===== src/phh_pkg.sv =====
// ----------------------------------------------------------------------------
// phh_pkg
// Shared constants, codes and types of the pulse height histogrammer.
// ----------------------------------------------------------------------------
package phh_pkg;

   // sizing
   localparam int CHANNELS    = 64;
   localparam int BINS        = 16384;
   localparam int GROUP_SIZE  = 16;
   localparam int COUNT_WIDTH = 32;

   localparam int BIN_DEPTH = CHANNELS * BINS;
   localparam int BIN_AW    = $clog2(BIN_DEPTH);
   localparam int CH_AW     = $clog2(CHANNELS);

   // hits and overflows of one channel share a ram word
   localparam int CHAN_W = 2 * COUNT_WIDTH;

   // field widths
   localparam int FUNC_W   = 3;
   localparam int GROUP_W  = 2;
   localparam int MASK_W   = 16;
   localparam int WORD_W   = 16;
   localparam int SEL_W    = 3;
   localparam int RCH_W    = 6;
   localparam int RBIN_W   = 14;
   localparam int STATUS_W = 2;
   localparam int VALUE_W  = 32;
   localparam int CFG_W    = 3;
   localparam int BIT_W    = $clog2(GROUP_SIZE);

   localparam int OVF_BIT = 15;

   localparam logic [CFG_W-1:0] ACTIVE_GROUPS_RESET = 3'd4;

   // item kinds
   localparam logic [FUNC_W-1:0] FUNC_EVENT_START  = 3'd0;
   localparam logic [FUNC_W-1:0] FUNC_GROUP_HEADER = 3'd1;
   localparam logic [FUNC_W-1:0] FUNC_DATA_WORD    = 3'd2;
   localparam logic [FUNC_W-1:0] FUNC_READ         = 3'd3;
   localparam logic [FUNC_W-1:0] FUNC_CLEAR        = 3'd4;

   // read selects
   localparam logic [SEL_W-1:0] SEL_TOTAL    = 3'd0;
   localparam logic [SEL_W-1:0] SEL_PILEUP   = 3'd1;
   localparam logic [SEL_W-1:0] SEL_ACCEPTED = 3'd2;
   localparam logic [SEL_W-1:0] SEL_HITS     = 3'd3;
   localparam logic [SEL_W-1:0] SEL_OVERFLOW = 3'd4;
   localparam logic [SEL_W-1:0] SEL_BIN      = 3'd5;

   // result status
   localparam logic [STATUS_W-1:0] STATUS_OK         = 2'd0;
   localparam logic [STATUS_W-1:0] STATUS_IGNORED    = 2'd1;
   localparam logic [STATUS_W-1:0] STATUS_NO_CHANNEL = 2'd2;

   typedef logic [COUNT_WIDTH-1:0] count_type;

   typedef enum logic [2:0] {
      ST_INIT,
      ST_IDLE,
      ST_EXEC,
      ST_UPDATE,
      ST_CLEAR,
      ST_DONE
   } state_type;

   typedef struct packed {
      logic load_item;
      logic update;
      logic sweep;
      logic load_rsp;
   } cmd_type;

   typedef struct packed {
      logic sweep_last;
      logic is_clear;
      logic rsp_free;
   } dp_status_type;

   function automatic count_type bump(input count_type c);
      return (c == '1) ? c : c + 1'b1;
   endfunction

endpackage


===== src/phh_ctrl.sv =====
// ----------------------------------------------------------------------------
// phh_ctrl
// Sequencer: accept, look up, update, optional clearing sweep, hand off.
// ----------------------------------------------------------------------------
module phh_ctrl
   import phh_pkg::*;
(
   input  logic          clock,
   input  logic          reset,
   input  logic          req_valid,
   output logic          req_ready,
   input  dp_status_type dp_status,
   output cmd_type       cmd
);

   state_type state_ff;
   state_type state_in;

   always_ff @(posedge clock) begin
      if (reset) begin
         state_ff <= ST_INIT;
      end else begin
         state_ff <= state_in;
      end
   end

   always_comb begin
      state_in = state_ff;
      case (state_ff)
         ST_INIT: begin
            if (dp_status.sweep_last) state_in = ST_IDLE;
         end
         ST_IDLE: begin
            if (req_valid) state_in = ST_EXEC;
         end
         ST_EXEC: begin
            state_in = ST_UPDATE;
         end
         ST_UPDATE: begin
            state_in = dp_status.is_clear ? ST_CLEAR : ST_DONE;
         end
         ST_CLEAR: begin
            if (dp_status.sweep_last) state_in = ST_DONE;
         end
         ST_DONE: begin
            if (dp_status.rsp_free) state_in = ST_IDLE;
         end
         default: begin
            state_in = ST_INIT;
         end
      endcase
   end

   always_comb begin
      req_ready     = 1'b0;
      cmd.load_item = 1'b0;
      cmd.update    = 1'b0;
      cmd.sweep     = 1'b0;
      cmd.load_rsp  = 1'b0;
      case (state_ff)
         ST_INIT: begin
            cmd.sweep = 1'b1;
         end
         ST_IDLE: begin
            req_ready     = 1'b1;
            cmd.load_item = req_valid;
         end
         ST_EXEC: begin
            // ram read issued from the held item
         end
         ST_UPDATE: begin
            cmd.update = 1'b1;
         end
         ST_CLEAR: begin
            cmd.sweep = 1'b1;
         end
         ST_DONE: begin
            cmd.load_rsp = dp_status.rsp_free;
         end
         default: begin
            cmd.sweep = 1'b0;
         end
      endcase
   end

endmodule


===== config.mk =====
export PLATFORM = sky130hd
export DESIGN_NAME = phh_ctrl
export DESIGN_NICKNAME = d
export VERILOG_FILES = /design/src/phh_pkg.sv /design/src/phh_ctrl.sv
export SDC_FILE = /design/constraint.sdc
export NUM_CORES = 1
export LEC_CHECK = 0
export BUFFER_PORTS_ARGS = -buffer_cell sky130_fd_sc_hd__buf_2
export CAP_MARGIN = 0
export CORE_AREA = 5 5 42 44
export CTS_BUF_LIST = sky130_fd_sc_hd__clkbuf_16
export CTS_CLUSTER_SIZE = 20
export DETAILED_ROUTE_END_ITERATION = 7
export DIE_AREA = 0 0 47 49
export PLACE_DENSITY_LB_ADDON = 0.3
export REMOVE_ABC_BUFFERS = 1
export SLEW_MARGIN = 20
export SYNTH_ARGS = -nofsm -noshare
export SYNTH_HDL_FRONTEND = slang
export SYNTH_SLANG_ARGS = --single-unit
export TNS_END_PERCENT = 10

===== constraint.sdc =====
create_clock -name clock -period 1.7 [get_ports clock]
set_clock_uncertainty 0.1 [all_clocks]
set_input_delay 0.255 -clock clock [delete_from_list [all_inputs] [get_ports clock]]
set_output_delay 0.255 -clock clock [all_outputs]
set_load 0.01 [all_outputs]

==> out/results.ini <==
[synth]
ys.flop_type=dfxtp_1
ys_seq_area_share_pct=33.3
ys_warn_count=0
synth_cell_types=15
avgSynthCellArea_um2=7.51
synth_edf_count=0
synth_most_common_cell=nor2_1
synth_commonest_cells=4 x nor2_1, 3 x a21oi_1, 3 x dfxtp_1
syn_area_um2=180
ys_seq_elements=3
synth_area_leaders=dfxtp_1 33%, a21oi_1 8.3%, nor2_1 8.3%
syn_inst=24
yosysTopAreaCell=dfxtp_1
async_flop_share_pct=0
yosysTopAreaCellShare_pct=33.3

[global_routing]
grt_remaining_overflow=0
antenna_found_initial=0
grt_pass1_wl_um=731
grt_max_degree=9
grt_use_total_pct=4.93
first_global_vias=188

[setup_path]
rr_worst_depth=3
slowest_delay_ps=410
worst-setup-path-type=flop to output pin
cp_max_fo=7
timing.rr.end=state_ff[0]
critPathSlowestCell=dfxtp_1
crit_end=cmd[3]
cp.required_ps=1340
cp_top_family=flip-flops
critical_path.startpoint=state_ff[1]
timing.critical_path.buf_inv=1
path_cells=nand2b_1 > nor2_1 > and2_1 > buf_2
r2r_setup_slack_ps=510
r2r-start=state_ff[0]
path_depth=4
worst_ep_arrival_time_ps=1110
worst_setup_path_start_kind=flop
cp-end-kind=output pin

[clock_network]
cts_tree=built
post_cts.repair.setup_buffers=0
numCtsBuffers=3
clkLatencyLatePin_ps=220
ctsResizeCount=0
cts_buffer_depth=2
path_clk_slew_ps=30
cts_root_buf=clkbuf_16
cts_hold_buffers=0
htreeDepth=1
cts.sinks=3

[layout]
areaGrowthSynthToFinish_pct=82.6
nets=45
postLayoutCellArea_um2=329
regMostFlops=state_ff
largest_reg_flops=3
drive_gt1_share_pct=34.2
reg.largest.list=state_ff (3)
fin_util_pct=23.5
antenna_cells=0

[placed_design]
hpwl_um=386
io_buffers=10
gp_congestion=0.600
dp_slack_ps=462
placed_area_um2=250

[worst_hold_path]
hold_class=primary input to flop

[sta]
fin_tns_setup_ps=0
post-route-period-util_pct=86.2
setup_viol=0
rsz0062_at_grt=false
timing.slew.headroom_pct=84.6
period_minus_slack_ps=1460
max_freq_ghz=0.683
fin_ws_ps=235
tightest_slew_ps=231
hold_viol_final=0
drv_slew=0

[power]
ir_drop_v=0.000404
power.total_w=0.000494
cellPowerDensity_nw_per_um2=1500
p_leak_nw=0.159

[routing]
wl_per_cell_um=8.52
wirelength_um=460
first_iter_violations=1
dr.pass1.iters=2
via_per_inst=3.89
routed-via-count=210
ant_nets=0
drcViolationCount=0

[job]
drv_cap=0

[floorplan]
die_w_um=47
die_area_um2=2300
ios=11
rows=14
core_um2=1400
start_util_pct=12.9
die_h_um=49

[status]
status=completed

## layer usage
| metal | routed length (µm) | global-route usage [%] |
|---|---|---|
| met4 | 10 | 4.15 |
| met1 | 163 | 5.05 |
| met5 | 0 | 0 |
| met3 | 68 | 4.43 |
| met2 | 217 | 5.88 |
## power breakdown
group	switching, W	internal [W]
combinational	0.0000204	0.0000234
sequential	0.00000821	0.0000759
clock	0.0000627	0.000303
total	0.0000914	0.000402
## layout make-up
class,count,area [µm²]
Tap cell,16,20.0
Clock buffer,3,75.1
Fill cell,170,1070
Sequential cell,3,60.1
Multi-Input combinational cell,20,116
Clock inverter,1,3.75
Timing Repair Buffer,10,50.0
Inverter,1,3.75
## worst min path at each step
| stage | startpoint | end | cells past startpoint |
|---|---|---|---|
| final | reset | state_ff[0] | 2 |
| after global routing | reset | state_ff[0] | 2 |
| after CTS | reset | state_ff[2] | 2 |
| after detailed placement | reset | state_ff[0] | 2 |
| after global placement | reset | state_ff[2] | 2 |
| after floorplan | reset | state_ff[0] | 1 |
## cell families (layout without fill, tap and decap cells)
group / count (synthesis) / in the layout / synth area share [%]
compound gates: 4 / 4 / 11.8
buf+inv: 1 / 15 / 2.08
flops: 3 / 3 / 33.3
mux: 2 / 2 / 11.8
simple gates: 14 / 14 / 41.0
## through the flow
stage / cells / hold slack (ps)
6_report: 54 / 125
5_1_grt: 54 / 142
4_1_cts: 54 / 129
3_5_place_dp: 50 / 361
3_3_place_gp: 50 / 363
2_1_floorplan: 24 / 224
## cells in the final DEF (no fill, tap or decap)
cell type and n:
a21oi_1 3, a31oi_1 1, and2_1 1, and2b_1 1, and3b_1 1, buf_2 10
clkbuf_16 3, dfxtp_1 3, inv_1 2, mux2_1 1, mux2i_1 1, nand2_1 2
nand2b_1 2, nand3_1 1, nor2_1 4, nor2b_1 1, nor3_1 1
Power figures use the tool's default switching activity.
